<file path="src/cgdm_pkg.sv">
// Shared codes, field widths and control types of the CSR graph delta merge block.
`timescale 1ns / 1ps
`default_nettype none
package cgdm_pkg;

    localparam int NODES_DEF      = 1024;
    localparam int MAX_DEGREE_DEF = 32;

    localparam int KIND_W   = 3;
    localparam int OFFV_W   = 16;
    localparam int NODE_W   = 10;
    localparam int DOP_W    = 2;
    localparam int WGT_W    = 64;
    localparam int WK_W     = 2;
    localparam int VAL_W    = 16;
    localparam int ST_W     = 2;
    localparam int NCN_W    = 11;
    localparam int CFG_IDX_W  = 2;
    localparam int CFG_DATA_W = 11;

    localparam int IN_TDATA_W  = 104;
    localparam int OUT_TDATA_W = 88;

    // input item kinds
    localparam logic [KIND_W-1:0] KIND_BEGIN  = 3'd0;
    localparam logic [KIND_W-1:0] KIND_OFFSET = 3'd1;
    localparam logic [KIND_W-1:0] KIND_TARGET = 3'd2;
    localparam logic [KIND_W-1:0] KIND_DELTA  = 3'd3;
    localparam logic [KIND_W-1:0] KIND_READ   = 3'd4;

    localparam logic [DOP_W-1:0] DOP_INSERT = 2'd1;
    localparam logic [DOP_W-1:0] DOP_DELETE = 2'd2;

    localparam logic [WK_W-1:0] WK_ACK    = 2'd0;
    localparam logic [WK_W-1:0] WK_OFFSET = 2'd1;
    localparam logic [WK_W-1:0] WK_TARGET = 2'd2;

    localparam logic [ST_W-1:0] ST_OK   = 2'd0;
    localparam logic [ST_W-1:0] ST_OVF  = 2'd1;
    localparam logic [ST_W-1:0] ST_IGN  = 2'd2;
    localparam logic [ST_W-1:0] ST_PAST = 2'd3;

    localparam logic [1:0] PH_OFFS = 2'd0;
    localparam logic [1:0] PH_TGTS = 2'd1;
    localparam logic [1:0] PH_DONE = 2'd2;

    localparam logic [CFG_IDX_W-1:0] REG_NODE_COUNT = 2'd0;
    localparam logic [CFG_IDX_W-1:0] REG_WEIGHTED   = 2'd1;

    typedef enum logic [4:0] {
        OP_NONE, OP_CAPTURE, OP_CLR_INIT, OP_CLR_STEP, OP_OFF_WRITE,
        OP_RD_NEXT, OP_RD_CUR, OP_LN_INC, OP_ST_IGN, OP_IGN_ADV,
        OP_WN_LN_ADV, OP_WN_SRC, OP_ST_OVF, OP_APPEND, OP_SCAN_INIT,
        OP_SCAN_RD, OP_J_INC, OP_LAST_RD, OP_MOVE, OP_RN_CLAMP,
        OP_DEG_RD_RN, OP_OFF_ADV, OP_PH1_START, OP_ST_PAST, OP_SET_LAST,
        OP_RN_NEXT, OP_SLOT_RD_RS, OP_TGT_WORD, OP_EMIT
    } t_op;

    typedef struct packed {
        t_op op;
    } t_cmd;

    typedef struct packed {
        logic [KIND_W-1:0] kind;
        logic [DOP_W-1:0]  dop;
        logic [1:0]        phase;
        logic              off_full;
        logic              ln_lt_oc;
        logic              le_ge_off;
        logic              out_range;
        logic              deg_full;
        logic              j_lt_d;
        logic              hit;
        logic              rn_lt_n;
        logic              rs_ge_deg;
        logic              clr_done;
        logic              out_free;
    } t_sts;

endpackage
`default_nettype wire

</file>
<file path="src/cgdm_ctrl.sv">
// Controller: sequences each item kind over the datapath by command codes.
`timescale 1ns / 1ps
`default_nettype none
module cgdm_ctrl (
    input  wire logic           i_clk,
    input  wire logic           i_rst_n,
    input  wire logic           i_accept,
    input  wire cgdm_pkg::t_sts i_sts,
    output cgdm_pkg::t_cmd      o_cmd,
    output logic                o_in_ready
);
    import cgdm_pkg::*;

    typedef enum logic [4:0] {
        S_CLR, S_IDLE, S_DISP, S_K2_CHK, S_K2_NX, S_K2_CC, S_AP_CHK,
        S_D_CHK, S_DL_INIT, S_DL_CHK, S_DL_CMP, S_DL_MOVE, S_R_START,
        S_R0_CHK, S_R0_ADD, S_SK_CHK, S_SK_EVAL, S_R1_WORD, S_EMIT
    } t_state;

    t_state r_state, n_state;
    logic   r_boot, n_boot;
    logic   r_first, n_first;   // seek for the first target of a read

    always_ff @(posedge i_clk) begin
        if (!i_rst_n) begin
            r_state <= S_CLR;
            r_boot  <= 1'b1;
            r_first <= 1'b0;
        end else begin
            r_state <= n_state;
            r_boot  <= n_boot;
            r_first <= n_first;
        end
    end

    assign o_in_ready = (r_state == S_IDLE);

    always_comb begin
        n_state  = r_state;
        n_boot   = r_boot;
        n_first  = r_first;
        o_cmd.op = OP_NONE;
        unique case (r_state)
            S_CLR: begin
                o_cmd.op = OP_CLR_STEP;
                if (i_sts.clr_done) begin
                    n_state = r_boot ? S_IDLE : S_EMIT;
                    n_boot  = 1'b0;
                end
            end
            S_IDLE: begin
                if (i_accept) begin
                    o_cmd.op = OP_CAPTURE;
                    n_state  = S_DISP;
                end
            end
            S_DISP: begin
                priority case (i_sts.kind)
                    KIND_BEGIN: begin
                        o_cmd.op = OP_CLR_INIT;
                        n_state  = S_CLR;
                    end
                    KIND_OFFSET: begin
                        o_cmd.op = OP_OFF_WRITE;
                        n_state  = S_EMIT;
                    end
                    KIND_TARGET: n_state = S_K2_CHK;
                    KIND_DELTA:  n_state = S_D_CHK;
                    KIND_READ:   n_state = S_R_START;
                    default: begin
                        o_cmd.op = OP_ST_IGN;
                        n_state  = S_EMIT;
                    end
                endcase
            end
            S_K2_CHK: begin
                if (i_sts.ln_lt_oc) begin
                    o_cmd.op = OP_RD_NEXT;
                    n_state  = S_K2_NX;
                end else begin
                    o_cmd.op = OP_IGN_ADV;
                    n_state  = S_EMIT;
                end
            end
            S_K2_NX: begin
                if (i_sts.le_ge_off) begin
                    o_cmd.op = OP_LN_INC;
                    n_state  = S_K2_CHK;
                end else begin
                    o_cmd.op = OP_RD_CUR;
                    n_state  = S_K2_CC;
                end
            end
            S_K2_CC: begin
                if (!i_sts.le_ge_off) begin
                    o_cmd.op = OP_IGN_ADV;
                    n_state  = S_EMIT;
                end else begin
                    o_cmd.op = OP_WN_LN_ADV;
                    n_state  = S_AP_CHK;
                end
            end
            S_AP_CHK: begin
                o_cmd.op = i_sts.deg_full ? OP_ST_OVF : OP_APPEND;
                n_state  = S_EMIT;
            end
            S_D_CHK: begin
                if (i_sts.out_range) begin
                    o_cmd.op = OP_ST_IGN;
                    n_state  = S_EMIT;
                end else if (i_sts.dop == DOP_DELETE) begin
                    o_cmd.op = OP_WN_SRC;
                    n_state  = S_DL_INIT;
                end else if (i_sts.dop == DOP_INSERT) begin
                    o_cmd.op = OP_WN_SRC;
                    n_state  = S_AP_CHK;
                end else begin
                    n_state = S_EMIT;
                end
            end
            S_DL_INIT: begin
                o_cmd.op = OP_SCAN_INIT;
                n_state  = S_DL_CHK;
            end
            S_DL_CHK: begin
                if (i_sts.j_lt_d) begin
                    o_cmd.op = OP_SCAN_RD;
                    n_state  = S_DL_CMP;
                end else begin
                    n_state = S_EMIT;
                end
            end
            S_DL_CMP: begin
                if (i_sts.hit) begin
                    o_cmd.op = OP_LAST_RD;
                    n_state  = S_DL_MOVE;
                end else begin
                    o_cmd.op = OP_J_INC;
                    n_state  = S_DL_CHK;
                end
            end
            S_DL_MOVE: begin
                o_cmd.op = OP_MOVE;
                n_state  = S_EMIT;
            end
            S_R_START: begin
                priority case (i_sts.phase)
                    PH_OFFS: begin
                        o_cmd.op = OP_RN_CLAMP;
                        n_state  = S_R0_CHK;
                    end
                    PH_TGTS: begin
                        n_first = 1'b1;
                        n_state = S_SK_CHK;
                    end
                    default: begin
                        o_cmd.op = OP_ST_PAST;
                        n_state  = S_EMIT;
                    end
                endcase
            end
            S_R0_CHK: begin
                if (i_sts.rn_lt_n) begin
                    o_cmd.op = OP_DEG_RD_RN;
                    n_state  = S_R0_ADD;
                end else begin
                    o_cmd.op = OP_PH1_START;
                    n_first  = 1'b0;
                    n_state  = S_SK_CHK;
                end
            end
            S_R0_ADD: begin
                o_cmd.op = OP_OFF_ADV;
                n_state  = S_EMIT;
            end
            S_SK_CHK: begin
                if (i_sts.rn_lt_n) begin
                    o_cmd.op = OP_DEG_RD_RN;
                    n_state  = S_SK_EVAL;
                end else begin
                    o_cmd.op = r_first ? OP_ST_PAST : OP_SET_LAST;
                    n_state  = S_EMIT;
                end
            end
            S_SK_EVAL: begin
                if (i_sts.rs_ge_deg) begin
                    o_cmd.op = OP_RN_NEXT;
                    n_state  = S_SK_CHK;
                end else if (r_first) begin
                    o_cmd.op = OP_SLOT_RD_RS;
                    n_state  = S_R1_WORD;
                end else begin
                    n_state = S_EMIT;
                end
            end
            S_R1_WORD: begin
                o_cmd.op = OP_TGT_WORD;
                n_first  = 1'b0;
                n_state  = S_SK_CHK;
            end
            S_EMIT: begin
                if (i_sts.out_free) begin
                    o_cmd.op = OP_EMIT;
                    n_state  = S_IDLE;
                end
            end
            default: n_state = S_IDLE;
        endcase
    end

endmodule
`default_nettype wire

</file>
<file path="config.mk">
export PLATFORM = sky130hd
export DESIGN_NAME = cgdm_ctrl
export DESIGN_NICKNAME = d
export VERILOG_FILES = /design/src/cgdm_pkg.sv /design/src/cgdm_ctrl.sv
export SDC_FILE = /design/constraint.sdc
export NUM_CORES = 1
export LEC_CHECK = 0
export BUFFER_PORTS_ARGS = -buffer_cell sky130_fd_sc_hd__clkbuf_2
export CAP_MARGIN = 40
export CORE_UTILIZATION = 49
export DETAILED_ROUTE_END_ITERATION = 10
export PLACE_DENSITY_LB_ADDON = 0.15
export SYNTH_ARGS = -nofsm -noshare
export SYNTH_HDL_FRONTEND = slang
export SYNTH_SLANG_ARGS = --single-unit
</file>
<file path="constraint.sdc">
create_clock -name i_clk -period 1.36 [get_ports i_clk]
set_input_delay 0.204 -clock i_clk [delete_from_list [all_inputs] [get_ports i_clk]]
set_output_delay 0.204 -clock i_clk [all_outputs]
set_load 0.05 [all_outputs]
</file>
==> impl_metrics.env, run 1 <==
export IMPL_cts_sinks=7
export IMPL_synth_seq_area_share=0.111
export IMPL_post_dp_cell_area_sq_um=1880
export IMPL_synthTopCellsByCount="nand2_1 (17), nor2_1 (13), o21ai_0 (13)"
export IMPL_num_rows=18
export IMPL_yosysMostFrequentCell="nand2_1"
export IMPL_port_buffers=25
export IMPL_syn_area_per_cell_sq_um=7.07
export IMPL_worstEndpointType="primary output"
export IMPL_htreeDepth=1
export IMPL_start_util=0.516
export IMPL_synth_cell_types=57
export IMPL_dpl_hpwl_mm=4.23
export IMPL_synthFlopType="dfxtp_1"
export IMPL_synth_top_area_share=0.111
export IMPL_synth_top_area_cell="dfxtp_1"
export IMPL_error_line="[ERROR DPL-0038] Utilization greater than 100%, impossible to legalize"
export IMPL_syn_area_sq_um=1270
export IMPL_outcome="stopped before the end"
export IMPL_num_io_pins=27
export IMPL_async_flop_share=0
export IMPL_place_gp_congestion=1.05
export IMPL_yosys_warnings=0
export IMPL_die_h_um=52.8
export IMPL_ctsLongestPathBuffers=2
export IMPL_cts_buffers=3
export IMPL_syn_instance_count=179
export IMPL_postCtsHoldBufs=0
export IMPL_synth_edf_count=0
export IMPL_synth_seq_cells=7
export IMPL_synth_area_top_cells="dfxtp_1 (11%), o21ai_0 (5.1%), nand2_1 (5.0%), buf_6 (4.4%), a21oi_1 (4.3%)"
export IMPL_synth_net_count=202
export IMPL_cts_root_buffer="clkbuf_4"
export IMPL_worstEndpointGrtRepair="o_cmd[1]"
export IMPL_die_width_um=52.8
export IMPL_haltStage="global routing"
export IMPL_grt_max_degree=19
[through the flow]
stage / utilization / worst slack [ps] / instances / hold WS (ps) / TNS, ps
2_1_floorplan: - / -326 / 179 / 266 / -1320
3_3_place_gp: 0.766 / -477 / 285 / 452 / -3800
3_5_place_dp: 0.766 / -491 / 285 / 476 / -4090
4_1_cts: 0.893 / -572 / 299 / 203 / -4400
[what timing repair did]
action | 4_1_cts
resized for setup | 50
pin swaps | 10
endpoints found under the setup margin | 12
setup buffers | 10
[kinds of logic after synthesis]
group / after synthesis / synth area share
AND/OR/NAND/NOR: 76 / 0.350
AO/OA/AOI/OAI: 68 / 0.401
buffers and inverters: 25 / 0.111
flip-flops: 7 / 0.111
adder cells (fa/ha/maj): 2 / 0.0198
multiplexers: 1 / 0.00791
==> run 2, diff against run 1 <==
--- a/config.mk
+++ b/config.mk
@@ -7,8 +7,9 @@
 export LEC_CHECK = 0
 export BUFFER_PORTS_ARGS = -buffer_cell sky130_fd_sc_hd__clkbuf_2
 export CAP_MARGIN = 40
-export CORE_UTILIZATION = 49
+export CORE_AREA = 2 2 63 65
 export DETAILED_ROUTE_END_ITERATION = 10
+export DIE_AREA = 0 0 65 67
 export PLACE_DENSITY_LB_ADDON = 0.15
 export SYNTH_ARGS = -nofsm -noshare
 export SYNTH_HDL_FRONTEND = slang
==> constraint.sdc (replaced) <==
create_clock -name i_clk -period 1.8 [get_ports i_clk]
set_input_delay 0.27 -clock i_clk [delete_from_list [all_inputs] [get_ports i_clk]]
set_output_delay 0.27 -clock i_clk [all_outputs]
set_load 0.05 [all_outputs]
==> run 2 against run 1 <==
Compared with the run above:
- the flow now finishes, with violations (setup timing)
- synthesized cell count stayed put
- area after synthesis unchanged
==> impl_metrics.env, run 2 <==
export IMPL_outcome="finished with violations"
export IMPL_violations="setup timing"
export IMPL_grt_max_degree=14
export IMPL_min_path_cells=2
export IMPL_post_dp_cell_area_sq_um=1840
export IMPL_grt_overflow=0
export IMPL_cts_tree="yes"
export IMPL_num_rows=22
export IMPL_antenna_found_initial=0
export IMPL_cpPeakStageDelay_ps=380
export IMPL_cap_viol_max_count=0
export IMPL_worst_path_dominant_cell_family="buffers and inverters"
export IMPL_path_buf_inv=3
export IMPL_synthTopCellsByCount="nand2_1 (17), nor2_1 (13), o21ai_0 (13)"
export IMPL_start_util=0.351
export IMPL_dp_cells=287
export IMPL_syn_area_per_cell_sq_um=7.07
export IMPL_holdPathEnd="r_boot$_SDFFE_PN1P_"
export IMPL_rsz0062_at_grt="true"
export IMPL_fin_ws_ps=-181
export IMPL_slowest_stage="or3_4"
export IMPL_met3_usage=0.0135
export IMPL_yosysMostFrequentCell="nand2_1"
export IMPL_reg2reg_from="r_state[0]$_SDFFE_PN0P_"
export IMPL_synthFlopType="dfxtp_1"
export IMPL_p_per_area_nw_per_um2=1900
export IMPL_worstSetupStartpointType="flop"
export IMPL_ctsLongestPathBuffers=2
export IMPL_wirelength_mm=5.32
export IMPL_cts_root_buffer="clkbuf_8"
export IMPL_synth_area_top_cells="dfxtp_1 (11%), o21ai_0 (5.1%), nand2_1 (5.0%), buf_6 (4.4%), a21oi_1 (4.3%)"
export IMPL_route_detailed_drc=0
export IMPL_synth_seq_area_share=0.111
export IMPL_drtIter0Drc=131
export IMPL_vias=1739
export IMPL_die_width_um=65
export IMPL_worst_skew_pair_late_latency_ps=220
export IMPL_power_mw=4.24
export IMPL_arrival_ps=1710
export IMPL_antennaDiodeCount=0
export IMPL_synth_top_area_share=0.111
export IMPL_die_area_sq_um=4360
export IMPL_htreeDepth=1
export IMPL_crit_path_cell_trace="buf_4, buf_4, a21oi_2, nor4_4, or3_4, buf_12"
export IMPL_crit_top_cell="buf_4"
export IMPL_via_per_inst=5.72
export IMPL_drive_above_1_share=0.555
export IMPL_yosys_warnings=0
export IMPL_tns_ps=-758
export IMPL_num_io_pins=27
export IMPL_synth_seq_cells=7
export IMPL_core_sq_um=3610
export IMPL_wl_per_cell_um=17.5
export IMPL_r2r_end="r_state[1]$_SDFFE_PN0P_"
export IMPL_fill_cells=332
export IMPL_r2r_slack_ps=50
export IMPL_leakage_nw=0.985
export IMPL_grt_pass1_wl_mm=8.29
export IMPL_worstSetupPathType="flop to output pin"
export IMPL_syn_area_sq_um=1270
export IMPL_grt_pass1_vias=1747
export IMPL_max_freq_mhz=505
export IMPL_relSlewSlack=0.759
export IMPL_hold_path_class="input pin to flop"
export IMPL_tightest_slew_ps=359
export IMPL_layout_common_cells="buf_4 (52), clkbuf_2 (19), nand2_1 (14)"
export IMPL_final_common_cell="buf_4"
export IMPL_grt_util_all_layers=0.252
export IMPL_port_buffers=25
export IMPL_regMostFlops="r_state"
export IMPL_synth_cell_types=57
export IMPL_synth_top_area_cell="dfxtp_1"
export IMPL_min_delay_start="i_rst_n"
export IMPL_cts_buffers=3
export IMPL_finalCritPeriodShare=1.10
export IMPL_path_clk_slew_ps=40
export IMPL_top_usage_layer="met2"
export IMPL_peakVddDrop_mv=0.866
export IMPL_postLayoutCellArea_sq_um=2230
export IMPL_synth_net_count=202
export IMPL_place_gp_congestion=0.930
export IMPL_cts_sinks=7
export IMPL_synth_edf_count=0
export IMPL_drv_slew=0
export IMPL_finalSetupViolCount=5
export IMPL_area_delta_synth_final_pct=76.2
export IMPL_syn_instance_count=179
export IMPL_grt_use_met1=0.316
export IMPL_critPathCaptureType="output pin"
export IMPL_drtPass1Iterations=4
export IMPL_critPathMaxFanout=7
export IMPL_antenna_left=0
export IMPL_crit_required_ps=1530
export IMPL_grt_use_met2=0.433
export IMPL_finalWorstPathRequiredPeriod_ps=1980
export IMPL_instances_no_fill=304
export IMPL_dpl_hpwl_mm=4.02
export IMPL_largest_reg_flops=5
export IMPL_finClkSkew_ps=0.287
export IMPL_nets=280
export IMPL_reg2reg_depth=7
export IMPL_async_flop_share=0
export IMPL_reg_largest_list="r_state x5, r_boot x1, r_first x1"
export IMPL_die_h_um=67
export IMPL_hold_violations=0
[run 2: cell counts after synthesis]
Identical to the previous run, type by type.
[run 2: worst max path at each step]
stage	start	to	slack (ps)	cells past startpoint
5_1_grt	r_state[1]$_SDFFE_PN0P_	o_cmd[1]	-220	7
2_1_floorplan	r_state[0]$_SDFFE_PN0P_	o_cmd[1]	0.5	5
3_3_place_gp	i_sts[13]	o_cmd[1]	-110	9
4_1_cts	r_state[3]$_SDFFE_PN0P_	o_cmd[3]	-160	6
6_report	r_state[0]$_SDFFE_PN0P_	o_cmd[3]	-180	6
3_5_place_dp	i_sts[13]	o_cmd[1]	-130	9
[run 2: worst register-to-register path, cell delays in order (launching register included)]
cell and delay, ps:
dfxtp_2 340, buf_4 180, buf_4 170, a21oi_2 190, nor4_4 70, buf_4 130, buf_4 110, o41a_1 420
[run 2: logic make-up (layout without fill, tap and decap cells)]
group,count (synthesis),after routing,synth area share
fa+ha+maj,2,2,0.0198
simple gates,76,76,0.350
flops,7,7,0.111
mux,1,1,0.00791
buf+inv,25,102,0.111
compound gates,68,68,0.401
[run 2: through the flow]
stage	utilization	hold WS [ps]	setup WS (ps)
after CTS	0.581	287	-158
after floorplan	-	332	0.534
after detailed placement	0.511	484	-128
after global placement	0.511	482	-107
after global routing	0.619	304	-220
final	0.619	295	-181
[run 2: power breakdown]
group	total, mW	internal, mW	switching (mW)
combinational	3.68	1.76	1.92
sequential	0.345	0.236	0.109
clock	0.216	0.153	0.0631
[run 2: timing repair]
item / CTS / global route
buffers inserted: 7 / 5
cloned: 0 / 1
pin swaps: 8 / 11
gates resized for setup: 39 / 17
hold buffers: 0 / 0
setup endpoints to repair: 6 / 6
[run 2: per-layer routing]
layer	vias up	wire length [um]
met3	17	316
li1	838	-
met1	807	2230
met5	-	0
met2	77	2640
met4	0	136
[run 2: final cells by class]
class | count | area [sq um] | share of cell area
Clock buffer | 4 | 45.0 | 0.0202
Inverter | 13 | 52.6 | 0.0236
Multi-Input combinational cell | 147 | 1190 | 0.536
Sequential cell | 7 | 154 | 0.0690
Tap cell | 48 | 60.1 | 0.0269
Timing Repair Buffer | 85 | 724 | 0.325
No activity file was read; power rests on OpenSTA's default activity.
==> run 3, diff against run 2 <==
==> constraint.sdc (replaced) <==
create_clock -name i_clk -period 2.35 [get_ports i_clk]
set_input_delay 0.3525 -clock i_clk [delete_from_list [all_inputs] [get_ports i_clk]]
set_output_delay 0.3525 -clock i_clk [all_outputs]
set_load 0.05 [all_outputs]
==> run 3 against run 2 <==
Compared with the run above:
- the run now ends clean
- global-route usage shrank 4.1 points
- die area is the same
- first-iteration DRC count grew 24%
- combinational power shrank 47%
- flip-flop and latch count is the same
- largest power group unchanged
==> impl_metrics.env, run 3 (synthesis results as in run 2) <==
export IMPL_outcome="finished clean"
export IMPL_finalWorstPathRequiredPeriod_ps=2240
export IMPL_layout_common_cells="clkbuf_2 (21), nand2_1 (17), buf_4 (14)"
export IMPL_vias=1539
export IMPL_route_detailed_drc=0
export IMPL_path_buf_inv=2
export IMPL_cts_root_buffer="clkbuf_8"
export IMPL_max_freq_mhz=447
export IMPL_finalSetupViolCount=0
export IMPL_drtPass1Iterations=4
export IMPL_grt_pass1_vias=1511
export IMPL_reg_largest_list="r_state x5, r_boot x1, r_first x1"
export IMPL_cts_tree="yes"
export IMPL_slowest_stage="dfxtp_1"
export IMPL_holdPathEnd="r_boot$_SDFFE_PN1P_"
export IMPL_worstSetupPathType="flop to output pin"
export IMPL_place_gp_congestion=0.931
export IMPL_area_delta_synth_final_pct=25.8
export IMPL_r2r_end="r_state[1]$_SDFFE_PN0P_"
export IMPL_regMostFlops="r_state"
export IMPL_die_h_um=67
export IMPL_largest_reg_flops=5
export IMPL_drive_above_1_share=0.299
export IMPL_worst_path_dominant_cell_family="simple AND/OR/NAND/NOR gates"
export IMPL_die_width_um=65
export IMPL_antenna_found_initial=0
export IMPL_wl_per_cell_um=16.4
export IMPL_drtIter0Drc=162
export IMPL_port_buffers=25
export IMPL_finClkSkew_ps=2.07
export IMPL_cts_sinks=7
export IMPL_die_area_sq_um=4360
export IMPL_grt_use_met1=0.273
export IMPL_cpPeakStageDelay_ps=350
export IMPL_peakVddDrop_mv=0.609
export IMPL_dp_cells=255
export IMPL_grt_max_degree=24
export IMPL_tightest_slew_ps=505
export IMPL_antenna_left=0
export IMPL_worstSetupStartpointType="flop"
export IMPL_finalCritPeriodShare=0.951
export IMPL_instances_no_fill=259
export IMPL_met3_usage=0.0372
export IMPL_crit_required_ps=2000
export IMPL_num_io_pins=27
export IMPL_leakage_nw=0.690
export IMPL_grt_use_met2=0.339
export IMPL_reg2reg_from="r_state[2]$_SDFFE_PN0P_"
export IMPL_fill_cells=387
export IMPL_crit_path_cell_trace="buf_12, nand2_1, nor2_1, a31o_2, a21oi_1, o21ai_1, buf_12"
export IMPL_grt_overflow=0
export IMPL_relSlewSlack=0.660
export IMPL_final_common_cell="clkbuf_2"
export IMPL_p_per_area_nw_per_um2=1470
export IMPL_top_usage_layer="met2"
export IMPL_hold_path_class="input pin to flop"
export IMPL_htreeDepth=1
export IMPL_min_path_cells=2
export IMPL_min_delay_start="i_rst_n"
export IMPL_tns_ps=0
export IMPL_wirelength_mm=4.26
export IMPL_worst_skew_pair_late_latency_ps=220
export IMPL_ctsLongestPathBuffers=2
export IMPL_num_rows=22
export IMPL_nets=235
export IMPL_arrival_ps=1880
export IMPL_cts_setup_buffers=0
export IMPL_hold_violations=0
export IMPL_whs_ps=406
export IMPL_cts_buffers=3
export IMPL_start_util=0.351
export IMPL_rsz0062_at_grt="false"
export IMPL_crit_top_cell="buf_12"
export IMPL_critPathMaxFanout=23
export IMPL_core_sq_um=3610
export IMPL_grt_pass1_wl_mm=7.15
export IMPL_cap_viol_max_count=0
export IMPL_dpl_hpwl_mm=3.44
export IMPL_r2r_slack_ps=670
export IMPL_critPathCaptureType="output pin"
export IMPL_path_clk_slew_ps=40
export IMPL_antennaDiodeCount=0
export IMPL_via_per_inst=5.94
export IMPL_drv_slew=0
export IMPL_grt_util_all_layers=0.212
export IMPL_reg2reg_depth=6
## run 3: cell types whose count changed in the layout (fill, tap and decap cells not counted), moves of 3 or more
cell     before  now
buf_4        52   14
buf_6         4    0
nor2_1        9   13
a21oi_1       8   11
a21oi_2       3    0
a31oi_1       4    7
a31oi_2       4    1
dfxtp_1       2    5
dfxtp_4       3    0
nand2_1      14   17
nor2_2        5    2
nor2b_1       2    5
o21ai_0       9   12
o21ai_2       3    0
## run 3: power breakdown
part | internal (mW) | total (mW) | leakage (nW) | switching [mW]
Clock | 0.117 | 0.163 | 0.0228 | 0.0463
Combinational | 0.781 | 1.94 | 0.609 | 1.16
Sequential | 0.168 | 0.247 | 0.0583 | 0.0789
Total | 1.07 | 2.35 | 0.690 | 1.28
## run 3: stage by stage
step / setup WS, ps / power [mW] / area, sq um / util
3_5_place_dp: 173 / 2.16 / 1550 / 0.429
6_report: 114 / 2.35 / 1590 / 0.442
5_1_grt: 3.27 / 2.50 / 1590 / 0.442
4_1_cts: 60.1 / 2.34 / 1590 / 0.441
2_1_floorplan: 92.2 / 1.51 / 1270 / -
3_3_place_gp: 151 / 2.18 / 1550 / 0.429
## run 3: how the worst max path moves through the flow
stage / from / end / slack [ps] / cells past startpoint
CTS: r_state[3]$_SDFFE_PN0P_ / o_cmd[1] / 60 / 7
global placement: r_state[1]$_SDFFE_PN0P_ / o_cmd[2] / 150 / 7
detailed placement: r_state[1]$_SDFFE_PN0P_ / o_cmd[2] / 170 / 7
finish: r_state[2]$_SDFFE_PN0P_ / o_cmd[2] / 110 / 7
floorplan: r_state[4]$_SDFFE_PN0P_ / o_cmd[0] / 90 / 6
global route: r_state[1]$_SDFFE_PN0P_ / o_cmd[2] / 3 / 7
## run 3: repair_timing
item	in CTS	in global routing
endpoints found under the setup margin	5	4
pin swaps	0	0
gates resized for setup	1	1
gates cloned	0	0
hold endpoints to repair	0	0
hold buffers	0	0
## run 3: metal layers
layer / vias to the layer above / wire length [um]
met4: 0 / 127
met3: 14 / 368
met2: 76 / 1950
li1: 749 / -
met1: 700 / 1820
met5: - / 0
## run 3: layout make-up
class                   instances  area [sq um]  share of cell area
well taps                      48          60.1              0.0377
inverters                      13          48.8              0.0306
repair buffers                 40           310               0.195
multi-input cells             147           986               0.619
flip-flops and latches          7           143              0.0896
clock buffers                   4          45.0              0.0283
==> run 4, diff against run 3 <==
--- a/config.mk
+++ b/config.mk
@@ -5,7 +5,7 @@
 export SDC_FILE = /design/constraint.sdc
 export NUM_CORES = 1
 export LEC_CHECK = 0
-export BUFFER_PORTS_ARGS = -buffer_cell sky130_fd_sc_hd__clkbuf_2
+export BUFFER_PORTS_ARGS = -buffer_cell sky130_fd_sc_hd__buf_2
 export CAP_MARGIN = 40
 export CORE_AREA = 2 2 63 65
 export DETAILED_ROUTE_END_ITERATION = 10
==> constraint.sdc (replaced) <==
create_clock -name i_clk -period 2.35 [get_ports i_clk]
set_input_delay 0.47 -clock i_clk [delete_from_list [all_inputs] [get_ports i_clk]]
set_output_delay 0.47 -clock i_clk [all_outputs]
set_load 0.05 [all_outputs]
==> run 4 against run 3 <==
Compared with the run above:
- sequential share of layout area down 0.47 points
- combinational power barely moved
- global-route usage fell by 0.54 points
- register-to-register slack worse by 100 ps
- cell count increased by 3.9%
- clock skew down 1.7 ps
- via count rose by 0.78%
- die area is the same
- design area increased by 5.6%
- clock-buffer cell count unchanged
- maximum frequency down 2.2%
==> impl_metrics.env, run 4 (synthesis results as in run 2) <==
export IMPL_crit_required_ps=1880
export IMPL_largest_reg_flops=5
export IMPL_rsz0062_at_grt="false"
export IMPL_met3_usage=0.0152
export IMPL_worstSetupPathType="flop to output pin"
export IMPL_tightest_slew_ps=381
export IMPL_area_delta_synth_final_pct=32.8
export IMPL_regMostFlops="r_state"
export IMPL_leakage_nw=0.733
export IMPL_grt_pass1_vias=1431
export IMPL_worstSetupStartpointType="flop"
export IMPL_cap_viol_max_count=0
export IMPL_min_path_cells=2
export IMPL_grt_pass1_wl_mm=6.98
export IMPL_via_per_inst=5.77
export IMPL_wirelength_mm=4.42
export IMPL_grt_overflow=0
export IMPL_cts_tree="yes"
export IMPL_cts_root_buffer="clkbuf_8"
export IMPL_arrival_ps=1820
export IMPL_drv_slew=0
export IMPL_path_clk_slew_ps=40
export IMPL_top_usage_layer="met2"
export IMPL_drtIter0Drc=203
export IMPL_cpPeakStageDelay_ps=330
export IMPL_antenna_left=0
export IMPL_hold_path_class="flop to flop"
export IMPL_postCtsHoldBufs=0
export IMPL_fill_cells=387
export IMPL_holdPathEnd="r_boot$_SDFFE_PN1P_"
export IMPL_num_io_pins=27
export IMPL_start_util=0.351
export IMPL_p_per_area_nw_per_um2=1420
export IMPL_critPathCaptureType="output pin"
export IMPL_reg_largest_list="r_state x5, r_boot x1, r_first x1"
export IMPL_dpl_hpwl_mm=3.39
export IMPL_finClkSkew_ps=0.346
export IMPL_grt_util_all_layers=0.206
export IMPL_die_h_um=67
export IMPL_relSlewSlack=0.743
export IMPL_core_sq_um=3610
export IMPL_ctsLongestPathBuffers=2
export IMPL_vias=1551
export IMPL_finalSetupViolCount=0
export IMPL_r2r_end="r_state[1]$_SDFFE_PN0P_"
export IMPL_reg2reg_from="r_state[0]$_SDFFE_PN0P_"
export IMPL_num_rows=22
export IMPL_antenna_found_initial=0
export IMPL_die_width_um=65
export IMPL_slowest_stage="dfxtp_1"
export IMPL_finalWorstPathRequiredPeriod_ps=2290
export IMPL_place_gp_congestion=0.907
export IMPL_port_buffers=25
export IMPL_nets=245
export IMPL_utilization=0.466
export IMPL_seq_area_sq_um=143
export IMPL_grt_max_degree=32
export IMPL_antennaDiodeCount=0
export IMPL_die_area_sq_um=4360
export IMPL_htreeDepth=1
export IMPL_reg2reg_depth=7
export IMPL_grt_use_met2=0.335
export IMPL_hold_violations=0
export IMPL_final_common_cell="buf_4"
export IMPL_worst_skew_pair_late_latency_ps=220
export IMPL_outcome="finished clean"
export IMPL_drive_above_1_share=0.362
export IMPL_finalCritPeriodShare=0.973
export IMPL_grt_use_met1=0.283
export IMPL_min_delay_start="r_boot$_SDFFE_PN1P_"
export IMPL_multiInputGateArea_sq_um=1030
export IMPL_route_detailed_drc=0
export IMPL_cts_buffers=3
export IMPL_critPathMaxFanout=20
export IMPL_wl_per_cell_um=16.4
export IMPL_max_freq_mhz=437
export IMPL_crit_path_cell_trace="buf_12, nor2_4, nand3_2, nor2_2, a311oi_2, o21ai_1, clkbuf_4"
export IMPL_whs_ps=470
export IMPL_peakVddDrop_mv=0.667
export IMPL_r2r_slack_ps=570
export IMPL_cts_sinks=7
export IMPL_drtPass1Iterations=4
export IMPL_layout_common_cells="buf_4 (25), buf_2 (20), nand2_1 (16)"
==> run 4: changes by cell type in the layout (fill, tap and decap cells not counted), sizes merged <==
cell | before | now
clkbuf | 25 | 5
buf | 19 | 49
==> run 4: report_power, final <==
part,switching (mW),leakage [nW],internal [mW]
Clock,0.0449,0.0228,0.117
Sequential,0.0854,0.0583,0.169
Combinational,1.19,0.652,0.788
==> run 4: timing repair <==
| action | CTS | global route |
|---|---|---|
| endpoints found under the setup margin | 5 | 5 |
| setup buffers | 0 | 5 |
| pin swaps | 0 | 2 |
| resized for setup | 5 | 14 |
==> run 4: metrics by stage <==
| step | std cells | worst slack [ps] | power, mW | setup TNS, ps | cell area, sq um |
|---|---|---|---|---|---|
| after floorplan | 179 | 160 | 1.53 | 0 | 1270 |
| after global placement | 260 | 11.0 | 2.04 | 0 | 1540 |
| after detailed placement | 260 | -26.8 | 2.04 | -30.7 | 1540 |
| after CTS | 264 | 9.58 | 2.25 | 0 | 1600 |
| after global routing | 269 | 3.43 | 2.54 | 0 | 1680 |
| final | 269 | 63.8 | 2.39 | 0 | 1680 |
==> run 4: worst max-delay path, delay by kind of cell (launching register included) <==
family / cells / cell delay [ps]
AOI/OAI and AO/OA: 2 / 250
DFF: 1 / 330
buffers and inverters: 2 / 410
and+or+nand+nor: 3 / 590
==> run 4: worst max-delay path by stage <==
| stage | start | to | slack, ps | cells past startpoint |
|---|---|---|---|---|
| after floorplan | r_state[1]$_SDFFE_PN0P_ | o_cmd[2] | 160 | 5 |
| after global placement | i_sts[13] | o_cmd[0] | 10 | 9 |
| final | r_state[3]$_SDFFE_PN0P_ | o_cmd[2] | 60 | 7 |
| after detailed placement | i_sts[13] | o_cmd[0] | -30 | 9 |
| after CTS | r_state[2]$_SDFFE_PN0P_ | o_cmd[4] | 10 | 6 |
| after global routing | r_state[0]$_SDFFE_PN0P_ | o_cmd[1] | 3 | 6 |
==> run 4: final cells by class <==
cell class                 instances  share of cell area
clock buffer                       4              0.0268
inverter                          13              0.0290
multi-input combinational        147               0.611
sequential                         7              0.0848
tap                               48              0.0357
timing repair buffer              50               0.213
==> run 4: metal layers <==
metal,wire [um],vias up
met5,0,-
met4,95,0
met3,317,12
met2,2100,71
met1,1910,709
li1,-,759
